==> config.mk <==
export PLATFORM = sky130hd
export DESIGN_NAME = lvdt_pi_dual_coil_driver_core_flat
export DESIGN_NICKNAME = d
export VERILOG_FILES = /design/src/rtl/lpdc_pkg.sv /design/src/rtl/lpdc_chan_if.sv /design/src/rtl/lvdt_pi_dual_coil_driver_core.sv /design/src/rtl/lpdc_ser_mul.sv /design/src/rtl/lpdc_ser_div.sv /design/src/flat_wrapper.sv
export SDC_FILE = /design/constraint.sdc
export NUM_CORES = 1
export LEC_CHECK = 0
export BUFFER_PORTS_ARGS = -buffer_cell sky130_fd_sc_hd__buf_2
export CAP_MARGIN = 20
export CORE_UTILIZATION = 60
export CTS_CLUSTER_DIAMETER = 200
export CTS_CLUSTER_SIZE = 14
export DETAILED_ROUTE_END_ITERATION = 6
export GPL_ROUTABILITY_DRIVEN = 0
export PLACE_DENSITY = 0.78
export SYNTH_ARGS = -nofsm -noshare
export SYNTH_HDL_FRONTEND = slang
export SYNTH_SLANG_ARGS = --single-unit
==> constraint.sdc <==
create_clock -name clk_i -period 9.2 [get_ports clk_i]
set_input_delay 0.46 -clock clk_i [delete_from_list [all_inputs] [get_ports clk_i]]
set_output_delay 0.46 -clock clk_i [all_outputs]
set_load 0.005 [all_outputs]
==> src/rtl/lpdc_pkg.sv <==
// shared types, widths and constants of the lvdt pi dual coil driver
package lpdc_pkg;

  // configuration port
  localparam int unsigned CFG_IDX_W  = 3;
  localparam int unsigned CFG_DATA_W = 33;

  typedef enum logic [CFG_IDX_W-1:0] {
    CFG_TICK_PERIOD = 3'd0,
    CFG_PROP_GAIN   = 3'd1,
    CFG_INTEG_GAIN  = 3'd2,
    CFG_INTEG_LIMIT = 3'd3,
    CFG_DRIVE_LIMIT = 3'd4
  } cfg_idx_e;

  // register and field widths
  localparam int unsigned TICK_W    = 16;
  localparam int unsigned PGAIN_W   = 16;
  localparam int unsigned IGAIN_W   = 18;
  localparam int unsigned ILIM_W    = 33;
  localparam int unsigned DLIM_W    = 17;
  localparam int unsigned POS_W     = 15;
  localparam int unsigned ERR_W     = 17;
  localparam int unsigned ERR_MAG_W = 16;
  localparam int unsigned INTEG_W   = 34;
  localparam int unsigned ISUM_W    = 35;
  localparam int unsigned TERM_W    = 24;
  localparam int unsigned PISUM_W   = 26;
  localparam int unsigned DRIVE_W   = 18;

  // register reset values
  localparam logic [TICK_W-1:0]  TICK_RST  = 16'd1000;
  localparam logic [PGAIN_W-1:0] PGAIN_RST = 16'd800;
  localparam logic [IGAIN_W-1:0] IGAIN_RST = 18'd50000;
  localparam logic [ILIM_W-1:0]  ILIM_RST  = 33'd2560000000;
  localparam logic [DLIM_W-1:0]  DLIM_RST  = 17'd40000;

  // serial multiplier: a is the parallel operand, b is consumed one bit a cycle
  localparam int unsigned MUL_A_W   = 33;
  localparam int unsigned MUL_B_W   = 18;
  localparam int unsigned MUL_P_W   = MUL_A_W + MUL_B_W;
  localparam int unsigned MUL_CNT_W = $clog2(MUL_B_W);

  // serial restoring divider: one quotient bit a cycle
  localparam int unsigned DIV_N_W   = 37;
  localparam int unsigned DIV_D_W   = 14;
  localparam int unsigned DIV_CNT_W = $clog2(DIV_N_W);

  // sensor window and scaling: pos = mv * 128 / 35 (same as mv * 25600 / 7000)
  localparam logic signed [15:0] MV_LOW_OK   = -16'sd500;
  localparam logic signed [15:0] MV_HIGH_OK  = 16'sd7500;
  localparam logic [POS_W-1:0]   POS_FULL    = 15'd25600;
  localparam logic [DIV_D_W-1:0] POS_DIVISOR = 14'd35;

  // integral term: product / 256000000 = (product >> 14) / 15625
  localparam int unsigned        I_PRE_SHIFT = 14;
  localparam logic [DIV_D_W-1:0] I_DIVISOR   = 14'd15625;

  // proportional term: product / 256
  localparam int unsigned P_SHIFT = 8;

  typedef enum logic [3:0] {
    ST_IDLE        = 4'd0,
    ST_POS_DIV     = 4'd1,
    ST_ERR         = 4'd2,
    ST_STEP_GO     = 4'd3,
    ST_STEP_MUL    = 4'd4,
    ST_INTEG_ADD   = 4'd5,
    ST_INTEG_CLAMP = 4'd6,
    ST_P_MUL       = 4'd7,
    ST_I_MUL       = 4'd8,
    ST_I_DIV       = 4'd9,
    ST_PI_SUM      = 4'd10,
    ST_DRIVE       = 4'd11,
    ST_OUT         = 4'd12
  } state_e;

endpackage

==> src/rtl/lpdc_chan_if.sv <==
// request and result channel interfaces of the lvdt pi dual coil driver
interface lpdc_in_if;
  logic                                  valid;
  logic                                  ready;
  logic signed [15:0]                    cmd_position;
  logic signed [15:0]                    lvdt_mv;
  logic                                  coil_a_failed;
  logic                                  coil_b_failed;

  modport source (
    output valid, cmd_position, lvdt_mv, coil_a_failed, coil_b_failed,
    input  ready
  );
  modport sink (
    input  valid, cmd_position, lvdt_mv, coil_a_failed, coil_b_failed,
    output ready
  );
endinterface

interface lpdc_out_if;
  logic                                  valid;
  logic                                  ready;
  logic signed [lpdc_pkg::DRIVE_W-1:0]   coil_drive_ua;
  logic signed [lpdc_pkg::DRIVE_W-1:0]   coil_a_ua;
  logic signed [lpdc_pkg::DRIVE_W-1:0]   coil_b_ua;
  logic        [lpdc_pkg::POS_W-1:0]     position_q8;
  logic                                  sensor_fault;

  modport source (
    output valid, coil_drive_ua, coil_a_ua, coil_b_ua, position_q8, sensor_fault,
    input  ready
  );
  modport sink (
    input  valid, coil_drive_ua, coil_a_ua, coil_b_ua, position_q8, sensor_fault,
    output ready
  );
endinterface

==> src/rtl/lvdt_pi_dual_coil_driver_core.sv <==
// lvdt position loop with pi control and dual coil current split, top level
//
// One request is one control tick: a position command, an lvdt sample in mV
// and the health of the two coils. A sample outside -500..7500 mV sets the
// sticky sensor fault and the last good position is reused; otherwise the
// sample is scaled to 0..25600 (percent in Q8) and clamped. The error feeds a
// pi law whose integrator is clamped to +/- integ_limit, the sum is clamped to
// +/- drive_limit_ua and split over the coils (halves, all to the healthy
// coil, or nothing). A new request is accepted only when the block is idle again,
// after the previous result has been loaded into the output register: the
// arithmetic runs one bit a cycle through a shared serial multiplier
// (three passes of 18 steps) and a shared serial divider (two passes of 37
// steps). A finished result sits in the output register while the next
// request is already being worked on. Registers may be written only while
// the block is idle.
module lvdt_pi_dual_coil_driver_core (
  input  logic                              clk_i,
  input  logic                              rst_ni,
  input  logic                              cfg_we_i,
  input  logic [lpdc_pkg::CFG_IDX_W-1:0]    cfg_idx_i,
  input  logic [lpdc_pkg::CFG_DATA_W-1:0]   cfg_data_i,
  lpdc_in_if.sink                           in_i,
  lpdc_out_if.source                        out_o
);

  // configuration registers
  logic [lpdc_pkg::TICK_W-1:0]   tick_q;
  logic [lpdc_pkg::PGAIN_W-1:0]  pgain_q;
  logic [lpdc_pkg::IGAIN_W-1:0]  igain_q;
  logic [lpdc_pkg::ILIM_W-1:0]   ilim_q;
  logic [lpdc_pkg::DLIM_W-1:0]   dlim_q;

  // loop state kept across ticks
  logic signed [lpdc_pkg::INTEG_W-1:0] integ_q, integ_d;
  logic [lpdc_pkg::POS_W-1:0]          last_pos_q;
  logic                                fault_q;

  // per-request working registers
  lpdc_pkg::state_e                    state_q, state_d;
  logic signed [15:0]                  cmd_q;
  logic                                win_q;
  logic                                coil_a_fail_q;
  logic                                coil_b_fail_q;
  logic [lpdc_pkg::POS_W-1:0]          pos_q, pos_d;
  logic signed [lpdc_pkg::ERR_W-1:0]   err_q, err_d;
  logic signed [lpdc_pkg::ISUM_W-1:0]  isum_q, isum_d;
  logic [lpdc_pkg::TERM_W-1:0]         p_mag_q;
  logic [lpdc_pkg::TERM_W-1:0]         i_mag_q;
  logic signed [lpdc_pkg::PISUM_W-1:0] pisum_q, pisum_d;
  logic signed [lpdc_pkg::DRIVE_W-1:0] drive_q, drive_d;

  // result register
  logic                                out_valid_q;
  logic                                out_load;
  logic signed [lpdc_pkg::DRIVE_W-1:0] out_total_q, out_total_d;
  logic signed [lpdc_pkg::DRIVE_W-1:0] out_a_q, out_a_d;
  logic signed [lpdc_pkg::DRIVE_W-1:0] out_b_q, out_b_d;
  logic [lpdc_pkg::POS_W-1:0]          out_pos_q;
  logic                                out_fault_q;

  // serial units
  logic                                mul_start;
  logic [lpdc_pkg::MUL_A_W-1:0]        mul_a;
  logic [lpdc_pkg::MUL_B_W-1:0]        mul_b;
  logic                                mul_done;
  logic [lpdc_pkg::MUL_P_W-1:0]        mul_prod;
  logic                                div_start;
  logic [lpdc_pkg::DIV_N_W-1:0]        div_dividend;
  logic [lpdc_pkg::DIV_D_W-1:0]        div_divisor;
  logic                                div_done;
  logic [lpdc_pkg::DIV_N_W-1:0]        div_quo;

  // helper values
  logic                                in_accept;
  logic                                in_win;
  logic [lpdc_pkg::ERR_W-1:0]          err_abs;
  logic [lpdc_pkg::INTEG_W-1:0]        integ_abs;
  logic signed [lpdc_pkg::ISUM_W-1:0]  ilim_pos;
  logic signed [lpdc_pkg::ISUM_W-1:0]  ilim_neg;
  logic signed [lpdc_pkg::PISUM_W-1:0] p_term;
  logic signed [lpdc_pkg::PISUM_W-1:0] i_term;
  logic signed [lpdc_pkg::PISUM_W-1:0] dlim_pos;
  logic signed [lpdc_pkg::PISUM_W-1:0] dlim_neg;
  logic signed [lpdc_pkg::DRIVE_W-1:0] half_tmp;
  logic signed [lpdc_pkg::DRIVE_W-1:0] half;

  assign in_accept = in_i.valid && in_i.ready;
  assign in_i.ready = (state_q == lpdc_pkg::ST_IDLE);
  assign out_load = (state_q == lpdc_pkg::ST_OUT) && (!out_valid_q || out_o.ready);

  // sensor window, bounds included
  assign in_win = (in_i.lvdt_mv >= lpdc_pkg::MV_LOW_OK) &&
                  (in_i.lvdt_mv <= lpdc_pkg::MV_HIGH_OK);

  // magnitudes for the unsigned serial multiplier
  assign err_abs   = err_q[lpdc_pkg::ERR_W-1] ? (lpdc_pkg::ERR_W'(0) - err_q) : err_q;
  assign integ_abs = integ_q[lpdc_pkg::INTEG_W-1] ?
                     (lpdc_pkg::INTEG_W'(0) - integ_q) : integ_q;

  // sequencer
  always_comb begin
    state_d = state_q;
    case (state_q)
      lpdc_pkg::ST_IDLE:        if (in_i.valid) state_d = lpdc_pkg::ST_POS_DIV;
      lpdc_pkg::ST_POS_DIV:     if (div_done) state_d = lpdc_pkg::ST_ERR;
      lpdc_pkg::ST_ERR:         state_d = lpdc_pkg::ST_STEP_GO;
      lpdc_pkg::ST_STEP_GO:     state_d = lpdc_pkg::ST_STEP_MUL;
      lpdc_pkg::ST_STEP_MUL:    if (mul_done) state_d = lpdc_pkg::ST_INTEG_ADD;
      lpdc_pkg::ST_INTEG_ADD:   state_d = lpdc_pkg::ST_INTEG_CLAMP;
      lpdc_pkg::ST_INTEG_CLAMP: state_d = lpdc_pkg::ST_P_MUL;
      lpdc_pkg::ST_P_MUL:       if (mul_done) state_d = lpdc_pkg::ST_I_MUL;
      lpdc_pkg::ST_I_MUL:       if (mul_done) state_d = lpdc_pkg::ST_I_DIV;
      lpdc_pkg::ST_I_DIV:       if (div_done) state_d = lpdc_pkg::ST_PI_SUM;
      lpdc_pkg::ST_PI_SUM:      state_d = lpdc_pkg::ST_DRIVE;
      lpdc_pkg::ST_DRIVE:       state_d = lpdc_pkg::ST_OUT;
      lpdc_pkg::ST_OUT:         if (out_load) state_d = lpdc_pkg::ST_IDLE;
      default:                  state_d = lpdc_pkg::ST_IDLE;
    endcase
  end

  // units are launched on entry to their state, operands picked by that state
  always_comb begin
    mul_start = (state_d != state_q) &&
                ((state_d == lpdc_pkg::ST_STEP_MUL) ||
                 (state_d == lpdc_pkg::ST_P_MUL) ||
                 (state_d == lpdc_pkg::ST_I_MUL));
    div_start = (state_d != state_q) &&
                ((state_d == lpdc_pkg::ST_POS_DIV) || (state_d == lpdc_pkg::ST_I_DIV));

    case (state_d)
      lpdc_pkg::ST_I_MUL: begin
        mul_a = integ_abs[lpdc_pkg::MUL_A_W-1:0];
        mul_b = igain_q;
      end
      lpdc_pkg::ST_P_MUL: begin
        mul_a = lpdc_pkg::MUL_A_W'(err_abs[lpdc_pkg::ERR_MAG_W-1:0]);
        mul_b = lpdc_pkg::MUL_B_W'(pgain_q);
      end
      default: begin
        mul_a = lpdc_pkg::MUL_A_W'(err_abs[lpdc_pkg::ERR_MAG_W-1:0]);
        mul_b = lpdc_pkg::MUL_B_W'(tick_q);
      end
    endcase

    if (state_d == lpdc_pkg::ST_I_DIV) begin
      // i term magnitude: product >> 14, then / 15625
      div_dividend = mul_prod[lpdc_pkg::MUL_P_W-1:lpdc_pkg::I_PRE_SHIFT];
      div_divisor  = lpdc_pkg::I_DIVISOR;
    end else begin
      // position: mv * 128 / 35, a negative sample gives zero
      div_dividend = in_i.lvdt_mv[15] ? '0 :
                     lpdc_pkg::DIV_N_W'({in_i.lvdt_mv[14:0], 7'd0});
      div_divisor  = lpdc_pkg::POS_DIVISOR;
    end
  end

  // datapath next values
  always_comb begin
    // position: saturate at full travel, or hold the last good one on a fault
    if (!win_q) begin
      pos_d = last_pos_q;
    end else if (div_quo > lpdc_pkg::DIV_N_W'(lpdc_pkg::POS_FULL)) begin
      pos_d = lpdc_pkg::POS_FULL;
    end else begin
      pos_d = div_quo[lpdc_pkg::POS_W-1:0];
    end

    err_d = {cmd_q[15], cmd_q} - lpdc_pkg::ERR_W'(pos_q);

    // integrator advance by error * tick period
    if (err_q[lpdc_pkg::ERR_W-1]) begin
      isum_d = {integ_q[lpdc_pkg::INTEG_W-1], integ_q} - lpdc_pkg::ISUM_W'(mul_prod[31:0]);
    end else begin
      isum_d = {integ_q[lpdc_pkg::INTEG_W-1], integ_q} + lpdc_pkg::ISUM_W'(mul_prod[31:0]);
    end

    ilim_pos = lpdc_pkg::ISUM_W'(ilim_q);
    ilim_neg = lpdc_pkg::ISUM_W'(0) - ilim_pos;
    if (isum_q > ilim_pos) begin
      integ_d = ilim_pos[lpdc_pkg::INTEG_W-1:0];
    end else if (isum_q < ilim_neg) begin
      integ_d = ilim_neg[lpdc_pkg::INTEG_W-1:0];
    end else begin
      integ_d = isum_q[lpdc_pkg::INTEG_W-1:0];
    end

    // signed p and i terms, both truncated toward zero via their magnitudes
    p_term = err_q[lpdc_pkg::ERR_W-1] ?
             (lpdc_pkg::PISUM_W'(0) - lpdc_pkg::PISUM_W'(p_mag_q)) :
             lpdc_pkg::PISUM_W'(p_mag_q);
    i_term = integ_q[lpdc_pkg::INTEG_W-1] ?
             (lpdc_pkg::PISUM_W'(0) - lpdc_pkg::PISUM_W'(i_mag_q)) :
             lpdc_pkg::PISUM_W'(i_mag_q);
    pisum_d = p_term + i_term;

    dlim_pos = lpdc_pkg::PISUM_W'(dlim_q);
    dlim_neg = lpdc_pkg::PISUM_W'(0) - dlim_pos;
    if (pisum_q > dlim_pos) begin
      drive_d = dlim_pos[lpdc_pkg::DRIVE_W-1:0];
    end else if (pisum_q < dlim_neg) begin
      drive_d = dlim_neg[lpdc_pkg::DRIVE_W-1:0];
    end else begin
      drive_d = pisum_q[lpdc_pkg::DRIVE_W-1:0];
    end

    // half of the drive, truncated toward zero
    half_tmp = drive_q + lpdc_pkg::DRIVE_W'(drive_q[lpdc_pkg::DRIVE_W-1]);
    half     = {half_tmp[lpdc_pkg::DRIVE_W-1], half_tmp[lpdc_pkg::DRIVE_W-1:1]};

    // coil allocation by health
    if (coil_a_fail_q && coil_b_fail_q) begin
      out_total_d = '0;
      out_a_d     = '0;
      out_b_d     = '0;
    end else if (coil_a_fail_q) begin
      out_total_d = drive_q;
      out_a_d     = '0;
      out_b_d     = drive_q;
    end else if (coil_b_fail_q) begin
      out_total_d = drive_q;
      out_a_d     = drive_q;
      out_b_d     = '0;
    end else begin
      out_total_d = drive_q;
      out_a_d     = half;
      out_b_d     = half;
    end
  end

  // control state, configuration and loop state
  always_ff @(posedge clk_i or negedge rst_ni) begin
    if (!rst_ni) begin
      state_q     <= lpdc_pkg::ST_IDLE;
      tick_q      <= lpdc_pkg::TICK_RST;
      pgain_q     <= lpdc_pkg::PGAIN_RST;
      igain_q     <= lpdc_pkg::IGAIN_RST;
      ilim_q      <= lpdc_pkg::ILIM_RST;
      dlim_q      <= lpdc_pkg::DLIM_RST;
      integ_q     <= '0;
      last_pos_q  <= '0;
      fault_q     <= 1'b0;
      out_valid_q <= 1'b0;
    end else begin
      state_q <= state_d;

      if (cfg_we_i) begin
        case (lpdc_pkg::cfg_idx_e'(cfg_idx_i))
          lpdc_pkg::CFG_TICK_PERIOD: tick_q  <= cfg_data_i[lpdc_pkg::TICK_W-1:0];
          lpdc_pkg::CFG_PROP_GAIN:   pgain_q <= cfg_data_i[lpdc_pkg::PGAIN_W-1:0];
          lpdc_pkg::CFG_INTEG_GAIN:  igain_q <= cfg_data_i[lpdc_pkg::IGAIN_W-1:0];
          lpdc_pkg::CFG_INTEG_LIMIT: ilim_q  <= cfg_data_i[lpdc_pkg::ILIM_W-1:0];
          lpdc_pkg::CFG_DRIVE_LIMIT: dlim_q  <= cfg_data_i[lpdc_pkg::DLIM_W-1:0];
          default: ;
        endcase
      end

      // sticky fault on an out-of-window sample
      if (in_accept && !in_win) begin
        fault_q <= 1'b1;
      end

      if ((state_q == lpdc_pkg::ST_POS_DIV) && div_done && win_q) begin
        last_pos_q <= pos_d;
      end

      if (state_q == lpdc_pkg::ST_INTEG_CLAMP) begin
        integ_q <= integ_d;
      end

      if (out_load) begin
        out_valid_q <= 1'b1;
      end else if (out_o.ready) begin
        out_valid_q <= 1'b0;
      end
    end
  end

  // payload registers
  always_ff @(posedge clk_i) begin
    if (in_accept) begin
      cmd_q         <= in_i.cmd_position;
      win_q         <= in_win;
      coil_a_fail_q <= in_i.coil_a_failed;
      coil_b_fail_q <= in_i.coil_b_failed;
    end
    if ((state_q == lpdc_pkg::ST_POS_DIV) && div_done) begin
      pos_q <= pos_d;
    end
    if (state_q == lpdc_pkg::ST_ERR) begin
      err_q <= err_d;
    end
    if (state_q == lpdc_pkg::ST_INTEG_ADD) begin
      isum_q <= isum_d;
    end
    if ((state_q == lpdc_pkg::ST_P_MUL) && mul_done) begin
      p_mag_q <= mul_prod[lpdc_pkg::P_SHIFT +: lpdc_pkg::TERM_W];
    end
    if ((state_q == lpdc_pkg::ST_I_DIV) && div_done) begin
      i_mag_q <= div_quo[lpdc_pkg::TERM_W-1:0];
    end
    if (state_q == lpdc_pkg::ST_PI_SUM) begin
      pisum_q <= pisum_d;
    end
    if (state_q == lpdc_pkg::ST_DRIVE) begin
      drive_q <= drive_d;
    end
    if (out_load) begin
      out_total_q <= out_total_d;
      out_a_q     <= out_a_d;
      out_b_q     <= out_b_d;
      out_pos_q   <= pos_q;
      out_fault_q <= fault_q;
    end
  end

  lpdc_ser_mul u_mul (
    .clk_i   (clk_i),
    .rst_ni  (rst_ni),
    .start_i (mul_start),
    .a_i     (mul_a),
    .b_i     (mul_b),
    .done_o  (mul_done),
    .prod_o  (mul_prod)
  );

  lpdc_ser_div u_div (
    .clk_i      (clk_i),
    .rst_ni     (rst_ni),
    .start_i    (div_start),
    .dividend_i (div_dividend),
    .divisor_i  (div_divisor),
    .done_o     (div_done),
    .quo_o      (div_quo)
  );

  assign out_o.valid         = out_valid_q;
  assign out_o.coil_drive_ua = out_total_q;
  assign out_o.coil_a_ua     = out_a_q;
  assign out_o.coil_b_ua     = out_b_q;
  assign out_o.position_q8   = out_pos_q;
  assign out_o.sensor_fault  = out_fault_q;

endmodule

==> src/rtl/lpdc_ser_mul.sv <==
// bit-serial unsigned shift-add multiplier, one multiplier bit per cycle
module lpdc_ser_mul (
  input  logic                              clk_i,
  input  logic                              rst_ni,
  input  logic                              start_i,
  input  logic [lpdc_pkg::MUL_A_W-1:0]      a_i,
  input  logic [lpdc_pkg::MUL_B_W-1:0]      b_i,
  output logic                              done_o,
  output logic [lpdc_pkg::MUL_P_W-1:0]      prod_o
);

  logic [lpdc_pkg::MUL_A_W-1:0]   a_q;
  logic [lpdc_pkg::MUL_A_W-1:0]   hi_q, hi_d;
  logic [lpdc_pkg::MUL_B_W-1:0]   lo_q, lo_d;
  logic [lpdc_pkg::MUL_A_W:0]     add;
  logic [lpdc_pkg::MUL_CNT_W-1:0] cnt_q;
  logic                           busy_q;
  logic                           done_q;

  // partial sum for the current multiplier bit, then shift right
  always_comb begin
    add  = {1'b0, hi_q} + (lo_q[0] ? {1'b0, a_q} : '0);
    hi_d = add[lpdc_pkg::MUL_A_W:1];
    lo_d = {add[0], lo_q[lpdc_pkg::MUL_B_W-1:1]};
  end

  always_ff @(posedge clk_i or negedge rst_ni) begin
    if (!rst_ni) begin
      busy_q <= 1'b0;
      done_q <= 1'b0;
      cnt_q  <= '0;
    end else begin
      done_q <= 1'b0;
      if (start_i) begin
        busy_q <= 1'b1;
        cnt_q  <= '0;
      end else if (busy_q) begin
        if (cnt_q == lpdc_pkg::MUL_CNT_W'(lpdc_pkg::MUL_B_W - 1)) begin
          busy_q <= 1'b0;
          done_q <= 1'b1;
        end else begin
          cnt_q <= cnt_q + 1'b1;
        end
      end
    end
  end

  always_ff @(posedge clk_i) begin
    if (start_i) begin
      a_q  <= a_i;
      hi_q <= '0;
      lo_q <= b_i;
    end else if (busy_q) begin
      hi_q <= hi_d;
      lo_q <= lo_d;
    end
  end

  assign done_o = done_q;
  assign prod_o = {hi_q, lo_q};

endmodule

==> src/rtl/lpdc_ser_div.sv <==
// bit-serial restoring divider, one quotient bit per cycle
module lpdc_ser_div (
  input  logic                              clk_i,
  input  logic                              rst_ni,
  input  logic                              start_i,
  input  logic [lpdc_pkg::DIV_N_W-1:0]      dividend_i,
  input  logic [lpdc_pkg::DIV_D_W-1:0]      divisor_i,
  output logic                              done_o,
  output logic [lpdc_pkg::DIV_N_W-1:0]      quo_o
);

  logic [lpdc_pkg::DIV_N_W-1:0]   quo_q, quo_d;
  logic [lpdc_pkg::DIV_D_W-1:0]   rem_q, rem_d;
  logic [lpdc_pkg::DIV_D_W-1:0]   dvs_q;
  logic [lpdc_pkg::DIV_D_W:0]     trial;
  logic [lpdc_pkg::DIV_D_W:0]     diff;
  logic                           fits;
  logic [lpdc_pkg::DIV_CNT_W-1:0] cnt_q;
  logic                           busy_q;
  logic                           done_q;

  // bring down the next dividend bit, subtract when the divisor fits
  always_comb begin
    trial = {rem_q, quo_q[lpdc_pkg::DIV_N_W-1]};
    diff  = trial - {1'b0, dvs_q};
    fits  = (trial >= {1'b0, dvs_q});
    rem_d = fits ? diff[lpdc_pkg::DIV_D_W-1:0] : trial[lpdc_pkg::DIV_D_W-1:0];
    quo_d = {quo_q[lpdc_pkg::DIV_N_W-2:0], fits};
  end

  always_ff @(posedge clk_i or negedge rst_ni) begin
    if (!rst_ni) begin
      busy_q <= 1'b0;
      done_q <= 1'b0;
      cnt_q  <= '0;
    end else begin
      done_q <= 1'b0;
      if (start_i) begin
        busy_q <= 1'b1;
        cnt_q  <= '0;
      end else if (busy_q) begin
        if (cnt_q == lpdc_pkg::DIV_CNT_W'(lpdc_pkg::DIV_N_W - 1)) begin
          busy_q <= 1'b0;
          done_q <= 1'b1;
        end else begin
          cnt_q <= cnt_q + 1'b1;
        end
      end
    end
  end

  always_ff @(posedge clk_i) begin
    if (start_i) begin
      quo_q <= dividend_i;
      rem_q <= '0;
      dvs_q <= divisor_i;
    end else if (busy_q) begin
      quo_q <= quo_d;
      rem_q <= rem_d;
    end
  end

  assign done_o = done_q;
  assign quo_o  = quo_q;

endmodule
==> src/flat_wrapper.sv <==
// flat-port wrapper written by rule: the top's interface ports become plain ports
module lvdt_pi_dual_coil_driver_core_flat 
  (clk_i, rst_ni, cfg_we_i, cfg_idx_i, cfg_data_i, in_i_valid, in_i_cmd_position, in_i_lvdt_mv, in_i_coil_a_failed, in_i_coil_b_failed, in_i_ready, out_o_valid, out_o_coil_drive_ua, out_o_coil_a_ua, out_o_coil_b_ua, out_o_position_q8, out_o_sensor_fault, out_o_ready);
  lpdc_in_if in_i_i ();
  lpdc_out_if out_o_i ();
  input  logic clk_i;
  input  logic rst_ni;
  input  logic cfg_we_i;
  input  logic [lpdc_pkg::CFG_IDX_W-1:0] cfg_idx_i;
  input  logic [lpdc_pkg::CFG_DATA_W-1:0] cfg_data_i;
  input wire logic [$bits(in_i_i.valid)-1:0] in_i_valid;
  input wire logic [$bits(in_i_i.cmd_position)-1:0] in_i_cmd_position;
  input wire logic [$bits(in_i_i.lvdt_mv)-1:0] in_i_lvdt_mv;
  input wire logic [$bits(in_i_i.coil_a_failed)-1:0] in_i_coil_a_failed;
  input wire logic [$bits(in_i_i.coil_b_failed)-1:0] in_i_coil_b_failed;
  output wire logic [$bits(in_i_i.ready)-1:0] in_i_ready;
  output wire logic [$bits(out_o_i.valid)-1:0] out_o_valid;
  output wire logic [$bits(out_o_i.coil_drive_ua)-1:0] out_o_coil_drive_ua;
  output wire logic [$bits(out_o_i.coil_a_ua)-1:0] out_o_coil_a_ua;
  output wire logic [$bits(out_o_i.coil_b_ua)-1:0] out_o_coil_b_ua;
  output wire logic [$bits(out_o_i.position_q8)-1:0] out_o_position_q8;
  output wire logic [$bits(out_o_i.sensor_fault)-1:0] out_o_sensor_fault;
  input wire logic [$bits(out_o_i.ready)-1:0] out_o_ready;
  assign in_i_i.valid = in_i_valid;
  assign in_i_i.cmd_position = in_i_cmd_position;
  assign in_i_i.lvdt_mv = in_i_lvdt_mv;
  assign in_i_i.coil_a_failed = in_i_coil_a_failed;
  assign in_i_i.coil_b_failed = in_i_coil_b_failed;
  assign in_i_ready = in_i_i.ready;
  assign out_o_valid = out_o_i.valid;
  assign out_o_coil_drive_ua = out_o_i.coil_drive_ua;
  assign out_o_coil_a_ua = out_o_i.coil_a_ua;
  assign out_o_coil_b_ua = out_o_i.coil_b_ua;
  assign out_o_position_q8 = out_o_i.position_q8;
  assign out_o_sensor_fault = out_o_i.sensor_fault;
  assign out_o_i.ready = out_o_ready;
  lvdt_pi_dual_coil_driver_core u_core (.clk_i(clk_i), .rst_ni(rst_ni), .cfg_we_i(cfg_we_i), .cfg_idx_i(cfg_idx_i), .cfg_data_i(cfg_data_i), .in_i(in_i_i), .out_o(out_o_i));
endmodule
# Yosys cells after proc, flatten, opt, wreduce, memory -nomap -nowiden

Cells that the tools add are included.

Output and inout bits: 72
Bits in registers: 567

Mux-type cells: 53
$lt $le $gt $ge: 8
Add/subtract/negate cells: 15
Reductions and logical operators: 30
Eq/ne operators: 26

Operators with widths:

| cell                                                             | number |
|---|---|
| 2-to-1 mux 37 bit                                                | 3 |
| 2-to-1 mux 18 bit                                                | 6 |
| 2-to-1 mux 34 bit                                                | 2 |
| 2-to-1 mux 33 bit                                                | 2 |
| 2-to-1 mux 26 bit                                                | 2 |
| one-hot mux 4 bit (13 select lines)                              | 1 |
| subtractor 1 x 24 -> 25 bit (first input constant)               | 2 |
| greater-than comparator 37 x 15 -> 1 bit (second input constant) | 1 |
| one-hot mux 18 bit (2 select lines)                              | 1 |
| adder 34 x 33 -> 35 bit                                          | 1 |
| greater-than comparator 35 x 34 -> 1 bit                         | 1 |
| < comparator 35 bit                                              | 1 |
| 2-to-1 mux 35 bit                                                | 1 |
| subtractor 34 x 33 -> 35 bit                                     | 1 |
| adder 33 x 34 -> 34 bit                                          | 1 |
| subtractor 1 x 33 -> 34 bit (first input constant)               | 1 |
| subtractor 1 x 33 -> 33 bit (first input constant)               | 1 |
| 2-to-1 mux 16 bit                                                | 2 |
| 2-to-1 mux 15 bit                                                | 2 |
| equality test 4 bit (second input constant)                      | 7 |
| 2-to-1 mux 14 bit                                                | 2 |
| 2-to-1 mux 4 bit                                                 | 7 |
| adder 26 bit                                                     | 1 |
| greater-than comparator 26 x 18 -> 1 bit                         | 1 |
| 34 further kinds                                                 | 82 |

# Longest topological paths before layout

Gate-level depths: netlist (run 1).

Word-level depth: 11
Depth in mapped cells: 21
Depth with buffers taken out: 19

# Cells and area by module

From an unflattened synthesis (run 1), not the netlist that was laid out.

Cell total of the unflattened synthesis: 3,582
Area, all modules: 35,637.9 um^2

Modules (own cells, without submodules):

| module                        | cells an instance | area each (um^2) | seq. area each (um^2) | instances |
|---|---|---|---|---|
| lvdt_pi_dual_coil_driver_core | 2,717             | 26,447.9         | 11,360.9              | 1 |
| lpdc_ser_mul                  | 534               | 5,303.8          | 2,367.3               | 1 |
| lpdc_ser_div                  | 331               | 3,886.2          | 2,011.9               | 1 |

# Worst setup path before layout (run 1)

No wires, ideal clock.

Kind: register to register
Start: register u_core.dlim_q[1] (netlist name)
End: register u_core.drive_q[11] (netlist name), data pin
Slack: 3.658 ns
Required time: 8.932 ns
Data arrival time: 5.273 ns
Path buffers: 2
Cell stages (with the launch flop): 20
Library setup time: 0.268 ns
Clock period less this slack: 5.542 ns
Cell sequence: dfrtp_1 > or3_1 > nor3_1 > nand3_1 > or3_1 > inv_1 > nand3_1 > nor3_1 > ha_1 > a21o_1 > a21o_1 > a21oi_1 > nor2b_1 > o21a_1 > o21a_1 > o41ai_1 > clkbuf_1 > clkbuf_1 > mux2i_1 > o22ai_1

Longest elaborated chain between the ends: 4
Elaborated cells on any way between the ends: 5
Those cells by class: add/sub (1); order compare (2); mux (2)

Ends and longest elaborated chain:

| item                         | RTL line                             | RTL |
|---|---|---|
| start, declared              | lvdt_pi_dual_coil_driver_core.sv:31  | `logic [lpdc_pkg::DLIM_W-1:0] dlim_q;` |
| start signal, assigned       | lvdt_pi_dual_coil_driver_core.sv:238 | `dlim_q <= lpdc_pkg::DLIM_RST;` |
| start signal, assigned       | lvdt_pi_dual_coil_driver_core.sv:252 | `lpdc_pkg::CFG_DRIVE_LIMIT: dlim_q <= cfg_data_i[lpdc_pkg::DLIM_W-1:0];` |
| subtractor 1 x 17 -> 18 bit  | lvdt_pi_dual_coil_driver_core.sv:197 | `dlim_neg = lpdc_pkg::PISUM_W'(0) - dlim_pos;` |
| < comparator 26 bit          | lvdt_pi_dual_coil_driver_core.sv:200 | `end else if (pisum_q < dlim_neg) begin` |
| 2-to-1 mux 18 bit            | lvdt_pi_dual_coil_driver_core.sv:200 |  |
| 2-to-1 mux 17 bit *          | lvdt_pi_dual_coil_driver_core.sv:198 | `if (pisum_q > dlim_pos) begin` |
| net u_core.drive_d (one bit) | lvdt_pi_dual_coil_driver_core.sv:50  | `logic signed [lpdc_pkg::DRIVE_W-1:0] drive_q, drive_d;` |
| end signal, assigned         | lvdt_pi_dual_coil_driver_core.sv:305 | `drive_q <= drive_d;` |
| end, declared                | lvdt_pi_dual_coil_driver_core.sv:50  |  |

Mark *: on every way through the listed nets, which the timed path passes. The rest lies on a longest branch.
A chain may end at the register's enable or synchronous reset.

# Worst setup path after layout (run 1)

Start: register u_core.ilim_q[2] (netlist name)
End: register u_core.integ_q[31] (netlist name)

Longest elaborated chain between the ends: 4
Elaborated cells on any way between the ends: 5
Those cells by class: add/sub (1); order compare (2); mux (2)

Ends and longest elaborated chain:

| item                        | RTL line                             | RTL |
|---|---|---|
| start, declared             | lvdt_pi_dual_coil_driver_core.sv:30  | `logic [lpdc_pkg::ILIM_W-1:0] ilim_q;` |
| start signal, assigned      | lvdt_pi_dual_coil_driver_core.sv:237 | `ilim_q <= lpdc_pkg::ILIM_RST;` |
| start signal, assigned      | lvdt_pi_dual_coil_driver_core.sv:251 | `lpdc_pkg::CFG_INTEG_LIMIT: ilim_q <= cfg_data_i[lpdc_pkg::ILIM_W-1:0];` |
| subtractor 1 x 33 -> 34 bit | lvdt_pi_dual_coil_driver_core.sv:178 | `ilim_neg = lpdc_pkg::ISUM_W'(0) - ilim_pos;` |
| < comparator 35 bit         | lvdt_pi_dual_coil_driver_core.sv:181 | `end else if (isum_q < ilim_neg) begin` |
| 2-to-1 mux 34 bit           | lvdt_pi_dual_coil_driver_core.sv:181 |  |
| 2-to-1 mux 34 bit *         | lvdt_pi_dual_coil_driver_core.sv:179 | `if (isum_q > ilim_pos) begin` |
| end signal, assigned        | lvdt_pi_dual_coil_driver_core.sv:267 | `integ_q <= integ_d;` |
| end, declared               | lvdt_pi_dual_coil_driver_core.sv:34  | `logic signed [lpdc_pkg::INTEG_W-1:0] integ_q, integ_d;` |

Every way passes the cells marked *; elsewhere a longest branch is shown, timed or not.

==> summary.txt, run 1 <==
Critical path
  • Critical path's top delay family: simple AND/OR/NAND/NOR gates
  • CP max FO: 29
  • CP cell instances: nor4_1, nand2_1, or2_2, or3_1, nor3_2, nand4_1, xnor2_1, ha_1, and3_1, nand3_1, a2111oi_0, o31a_1, or2_2, nand2_1, o221ai_1, a221oi_1
  • Slowest Stage Delay on Critical Path: 0.75 ns
  • Critical path class: reg -> reg
  • Worst path arrival time: ~6.8 ns
  • Worst EP required: between 9 and 10 ns
  • Slowest stage cell, crit path: o31a_1
  • CP Capture Type: register
  • Crit path buffers/inverters: 0
  • Crit start category: register

Final layout
  • Total Nets Final: between 3000 and 4000
  • Fill count: about 4300
  • Commonest non-fill, non-tap cell in the layout: edfxtp_1
  • Share of layout cells above drive strength 1: 0.1128
  • Most frequent cells in the layout: edfxtp_1, o21ai_0, nand2_1
  • Area grow syn2layout: 8.399%
  • Fin util: 0.6636
  • Final Cell Area: around 37000 um2
  • Fin cells: 4331

Power and ir drop
  • Pwr Density: 196.7 nW/um2
  • VDD IR max: roughly 0.18 mV
  • Pleak: roughly 15 nW
  • Design Power: between 7 and 8 mW

Drt
  • 1st-iter DRT viols: 2433
  • Avg WL per Cell: ~21 um
  • Routed WL: ~89000 um
  • Drt pass-1 iters: 6
  • Vias per inst: 6.310
  • Residual antenna-violating net count after detailed routing: 0
  • Number of remaining DRC errors: 0
  • Vias: approximately 27000

Logic synthesis
  • Main area contributors after synthesis: edfxtp_1, dfrtp_1, ha_1
  • Area fraction of the dominant cell type after synthesis: 0.2980
  • Largest family of logic cells by synthesized area: compound AO/OA/AOI/OAI gates
  • Cell variety after synth: slightly above 80
  • Synth Area in XOR/XNOR: 0.06944
  • Register bit count reported by yosys: roughly 560
  • Simple-gate portion of the synthesized area: 0.1446
  • Sequential area share after synthesis: 0.4516
  • Async SR Flop Fraction: 0.3063
  • Compound-Gate Fraction of Synth Area: 0.1687
  • Yosys warnings: 0
  • Top_reg_cell synth: edfxtp_1
  • Netlist Area Pre-Place: 34060 um2
  • Area share of fa/ha/maj cells after synthesis: 0.09001
  • Mux cell area share after synthesis: 0.04166
  • Post-Syn Nets: between 3000 and 4000
  • EDFF count, synth: 338
  • Gate Count Post-Synth: about 3500
  • Syn_area_per_cell: 9.860 um2
  • Largest area contributor in the netlist: edfxtp_1

CTS
  • Clk buf depth: 3
  • CTS Hold Buffers Added: 0
  • PostCTS Resize Cnt: 0
  • H-Tree Level Count: 2
  • Insertion delay to the later sink of the worst-skew pair: ~0.60 ns
  • CTS Buf Count: between 40 and 50
  • Clock transition at path regs: roughly 0.070 ns
  • Clk sinks: between 500 and 600
  • Post-CTS setup buffers: 0
  • CTS tree: built
  • Clk root buf: clkbuf_16

Floorplanning
  • Ports: ~150
  • Horiz. Die Dim: 240.2 um
  • Die Ht: 240.2 um
  • Die ar.: approximately 58000 um2
  • Core region area: about 56000 um2
  • Initial core utilization: 0.6122
  • # rows: between 80 and 90

STA
  • Period utilisation layout: 0.6855
  • Worst Tran Pin Value: 1.118 ns
  • Setup TNS: 0 ns
  • Hold Violations, Final: 17
  • RSZ-0062 raised after global routing: no
  • Peak Freq: approximately 160 MHz
  • Final setup fails: 0
  • Final Slew Violations: 0
  • Max Clock Skew: about 0.028 ns
  • Slew headroom: 0.2549
  • Final WS setup: ~2.9 ns
  • Crit path time final: about 6.3 ns
  • Fin Hold WS: -0.02113 ns

Placed design
  • DP Area: ~36000 um2
  • Port buffer count: approximately 150
  • Place WS: ~3.2 ns
  • Placed insts: 4243
  • Post-DP HPWL: between 60000 and 70000 um

Global routing
  • Vias in the first global route: 26230
  • First-pass GRT wire length: between 100000 and 150000 um
  • Initial antenna violation count: 0
  • Largest net degree at the start of global routing: 95
  • Grt ovf: 0
  • GRT Util Overall: 0.3097

Min path
  • Min-Delay Path Class: in -> async

Status
  • Status: finished, violations left
  • Failing checks: negative hold slack

Flow run
  • # Max-Cap Violations: 0
-- Yosys cell counts (17+ instances only) --
library cell / number
a211oi_1: 39
a21o_1: 79
a21oi_1: 247
a22o_1: 39
and2_1: 65
clkbuf_1: 135
dfrtp_1: 142
dfstp_2: 28
dfxtp_1: 47
edfxtp_1: 338
ha_1: 237
inv_1: 165
mux2_2: 94
mux2i_1: 36
nand2_1: 297
nand2b_1: 28
nand3_1: 49
nand4_1: 46
nor2_1: 286
nor2b_1: 33
nor3_1: 60
nor3b_1: 21
nor4_1: 24
o21a_1: 27
o21ai_0: 309
o22ai_1: 19
o31ai_1: 28
o41ai_1: 17
or2_2: 17
or3_1: 26
xnor2_1: 196
xor2_1: 74
-- routing by layer --
layer  wire length (um)  global-route usage  vias to the layer above
li1                   -                   -                    12740
met1              36210              0.4028                    13160
met2              42690              0.5180                     1186
met3               6743             0.04811                      244
met4               3674              0.1229                        0
met5                  0                   0                        -
-- worst register-to-register path: cells and delay by family, from the launching register on --
family / cells / cell delay (ns)
adders and majority gates: 1 / 0.30
and+or+nand+nor: 10 / 3.73
AOI/OAI and AO/OA: 4 / 1.51
DFF: 1 / 0.45
xor gates and xnor gates: 1 / 0.19
-- report_power, final --
group	switching [mW]	total, mW	internal, mW
Clock	0.907	1.87	0.960
Combinational	1.16	2.08	0.923
Sequential	0.367	3.31	2.95
Total	2.43	7.26	4.83
-- registers in the layout, summed over array words and instances, names as in the netlist, 24 cells and up --
register / count
u_core.i_mag_q: 24
u_core.ilim_q: 33
u_core.integ_q: 34
u_core.u_mul.hi_q: 33
u_core.p_mag_q: 24
u_core.u_div.quo_o: 37
u_core.isum_q: 35
u_core.u_mul.a_q: 33
u_core.pisum_q: 26
-- cell families after synthesis --
| family | Yosys count |
|---|---|
| AO/OA/AOI/OAI | 930 |
| adder cells (fa/ha/maj) | 242 |
| buffers and inverters | 307 |
| AND/OR/NAND/NOR | 1020 |
| XOR/XNOR | 270 |
| multiplexers | 130 |
| flip-flops | 555 |
-- worst paths after layout --
kind | from | endpoint | slack (ns) | depth (start not counted)
max reg2reg | u_core.ilim_q[2] | u_core.integ_q[31] | 2.89 | 16
min | rst_ni | u_core.integ_q[30] | -0.02 | 1
max in group asynchronous | rst_ni | u_core.dlim_q[14] | 7.67 | 2
min in group clk_i | in_i_cmd_position[0] | u_core.cmd_q[0] | 0.05 | 1
min reg2reg | u_core.pos_q[4] | u_core.out_o.position_q8[4] | 0.45 | 0
max | u_core.ilim_q[2] | u_core.integ_q[31] | 2.89 | 16
-- cell type report --
type | instances | area, um2 | area share
sequential | 555 | 15380 | 0.4167
multi-input combinational | 2592 | 17600 | 0.4767
tap | 748 | 935.9 | 0.02535
inverter | 167 | 626.9 | 0.01698
clock inverter | 2 | 15.01 | 0.0004067
timing repair buffer | 184 | 1050 | 0.02844
antenna | 1 | 2.502 | 0.00006779
clock buffer | 82 | 1308 | 0.03542
(Power assumes the default switching activity.)
==> run 2, diff against run 1 <==
==> constraint.sdc (replaced) <==
create_clock -name clk_i -period 5.85 [get_ports clk_i]
set_input_delay 0.2925 -clock clk_i [delete_from_list [all_inputs] [get_ports clk_i]]
set_output_delay 0.2925 -clock clk_i [all_outputs]
set_load 0.005 [all_outputs]
==> summary.txt, run 2 (same netlist as run 1, synthesis figures left out) <==
STA
  • Worst Tran Pin Value: 1.051 ns (was 1.118 ns)
  • Hold Violations, Final: 0 (was 17)
  • Final Slew Violations: 0 (unchanged)
  • Final setup fails: 0 (unchanged)
  • Crit path time final: 5.508 ns (was 6.306 ns)
  • Period utilisation layout: 0.9415 (was 0.6855)
  • Setup TNS: 0 ns (unchanged)
  • Slew headroom: 0.2986 (was 0.2549)
  • Max Clock Skew: 0.02798 ns (was 0.02752 ns)
  • RSZ-0062 raised after global routing: no (unchanged)
  • Peak Freq: 181.6 MHz (was 158.6 MHz)

CTS
  • Clk buf depth: 3 (unchanged)
  • CTS tree: built (unchanged)
  • Clk root buf: clkbuf_16 (unchanged)
  • H-Tree Level Count: 2 (unchanged)
  • Clk sinks: 555 (unchanged)
  • Clock transition at path regs: 0.08 ns (was 0.07 ns)
  • Insertion delay to the later sink of the worst-skew pair: 0.61 ns (was 0.60 ns)
  • CTS Buf Count: 45 (unchanged)

Critical path
  • Worst EP required: 6.31 ns (was 9.65 ns)
  • Critical path class: reg -> reg (unchanged)
  • CP cell instances: nor4_2, nand2_1, or2_2, or3_1, nor3_2, nand4_1, xnor2_1, ha_1, and3_1, nand3_1, a2111oi_0, o31a_1, or2_2, nand2_1, o221ai_1, a221oi_1 (was nor4_1, nand2_1, or2_2, or3_1, nor3_2, nand4_1, xnor2_1, ha_1, and3_1, nand3_1, a2111oi_0, o31a_1, or2_2, nand2_1, o221ai_1, a221oi_1)
  • Worst path arrival time: 5.97 ns (was 6.76 ns)
  • Crit path buffers/inverters: 0 (unchanged)
  • Slowest stage cell, crit path: nor4_2 (was o31a_1)
  • CP max FO: 12 (was 29)
  • Critical path's top delay family: simple AND/OR/NAND/NOR gates (unchanged)
  • CP Capture Type: register (unchanged)
  • Slowest Stage Delay on Critical Path: 0.51 ns (was 0.75 ns)
  • R2R Path Start: u_core.ilim_q[2] (unchanged)
  • Crit start category: register (unchanged)
  • Crit. Startpoint: u_core.ilim_q[2] (unchanged)

Drt
  • Number of remaining DRC errors: 0 (unchanged)
  • Avg WL per Cell: 20.43 um (was 20.62 um)
  • Vias per inst: 6.308 (was 6.310)
  • Residual antenna-violating net count after detailed routing: 0 (unchanged)
  • Drt pass-1 iters: 6 (unchanged)
  • Routed WL: 89260 um (was 89320 um)
  • 1st-iter DRT viols: 2784 (was 2433)
  • Vias: 27570 (was 27330)

Final layout
  • Fin util: 0.6708 (was 0.6636)
  • Max FFs per register: 37 (unchanged)
  • Most frequent cells in the layout: edfxtp_1, o21ai_0, nand2_1 (unchanged)
  • FF/Latch Area: 15380 um2 (unchanged)
  • Fill count: 4282 (was 4259)
  • Multi-input gate area: 17610 um2 (was 17600 um2)
  • Total Nets Final: 3902 (was 3862)
  • Commonest non-fill, non-tap cell in the layout: edfxtp_1 (unchanged)
  • Antenna diodes: 0 (was 1)
  • Share of layout cells above drive strength 1: 0.1137 (was 0.1128)
  • Area grow syn2layout: 9.575% (was 8.399%)

Min path
  • Min-Delay Path Class: in -> reg (was in -> async)
  • Start point of the worst hold path: cfg_data_i[2]

Global routing
  • GRT Util Overall: 0.3097 (about the same)
  • First-pass GRT wire length: 141300 um (was 140900 um)
  • Vias in the first global route: 26810 (was 26230)
  • Grt ovf: 0 (unchanged)
  • Largest net degree at the start of global routing: 135 (was 95)
  • Initial antenna violation count: 0 (unchanged)

Power and ir drop
  • Pleak: 15.11 nW (was 14.93 nW)
  • VDD IR max: 0.2814 mV (was 0.1789 mV)
  • Pwr Density: 305.0 nW/um2 (was 196.7 nW/um2)

Placed design
  • Post-DP HPWL: 65740 um (was 65590 um)
  • Port buffer count: 146 (unchanged)

Floorplanning
  • Core region area: 55630 um2 (unchanged)
  • # rows: 86 (unchanged)
  • Initial core utilization: 0.6122 (unchanged)
  • Horiz. Die Dim: 240.2 um (unchanged)
  • Die ar.: 57720 um2 (unchanged)
  • Ports: 147 (unchanged)
  • Die Ht: 240.2 um (unchanged)

Status
  • Status: finished clean (was finished, violations left)

Flow run
  • # Max-Cap Violations: 0 (unchanged)
## run 2: final cells by class
type / count / share of cell area
sequential: 555 / 0.4122
timing repair buffer: 224 / 0.03900
multi-input combinational: 2592 / 0.4720
clock buffer: 80 / 0.03370
inverter: 167 / 0.01680
clock inverter: 4 / 0.001274
tap: 748 / 0.02508
## run 2: report_power, final
part	internal, mW	total [mW]	switching [mW]	leakage, nW
clock	1.46	2.90	1.44	0.619
sequential	4.64	5.22	0.588	5.45
combinational	1.47	3.26	1.79	9.03
total	7.57	11.4	3.82	15.1
## run 2: worst paths after layout
path	to	slack, ns	depth (start not counted)
hold / removal	u_core.ilim_q[2]	0.03	2
setup / recovery	u_core.integ_q[29]	0.34	16
min in group asynchronous	u_core.u_mul.cnt_q[1]	0.19	2
setup reg to reg	u_core.integ_q[29]	0.34	16
hold reg to reg	u_core.out_o.sensor_fault	0.45	0
max in group asynchronous	u_core.dlim_q[16]	4.49	3
## run 2: stage by stage
step | worst slack, ns | std cells | power [mW] | area [um2] | hold WS (ns)
global route | 0.06354 | 4370 | 11.96 | 37320 | 0.02832
floorplan | 0.3083 | 3454 | 7.546 | 34060 | -0.003091
detailed placement | 0.2664 | 4249 | 8.441 | 35610 | 0.2506
global placement | 0.5313 | 4249 | 8.267 | 35610 | 0.2451
CTS | 0.1994 | 4368 | 11.35 | 37270 | 0.009657
finish | 0.3421 | 4370 | 11.38 | 37320 | 0.02869
## run 2: metal layers
metal	vias up	wire [um]	GRT usage	share of wire
met4	0	4220	0.1475	0.047
met1	13310	36310	0.3997	0.41
li1	12800	-	-	-
met3	274	6204	0.04110	0.070
met5	-	0	0	0
met2	1188	42530	0.5161	0.48
## run 2: repair_timing
action                     4_1_cts  5_1_grt
setup endpoints to repair        0       27
hold endpoints to repair        70        0
hold buffers                    35        0
resized for setup                0        3
buffers inserted                 0        0
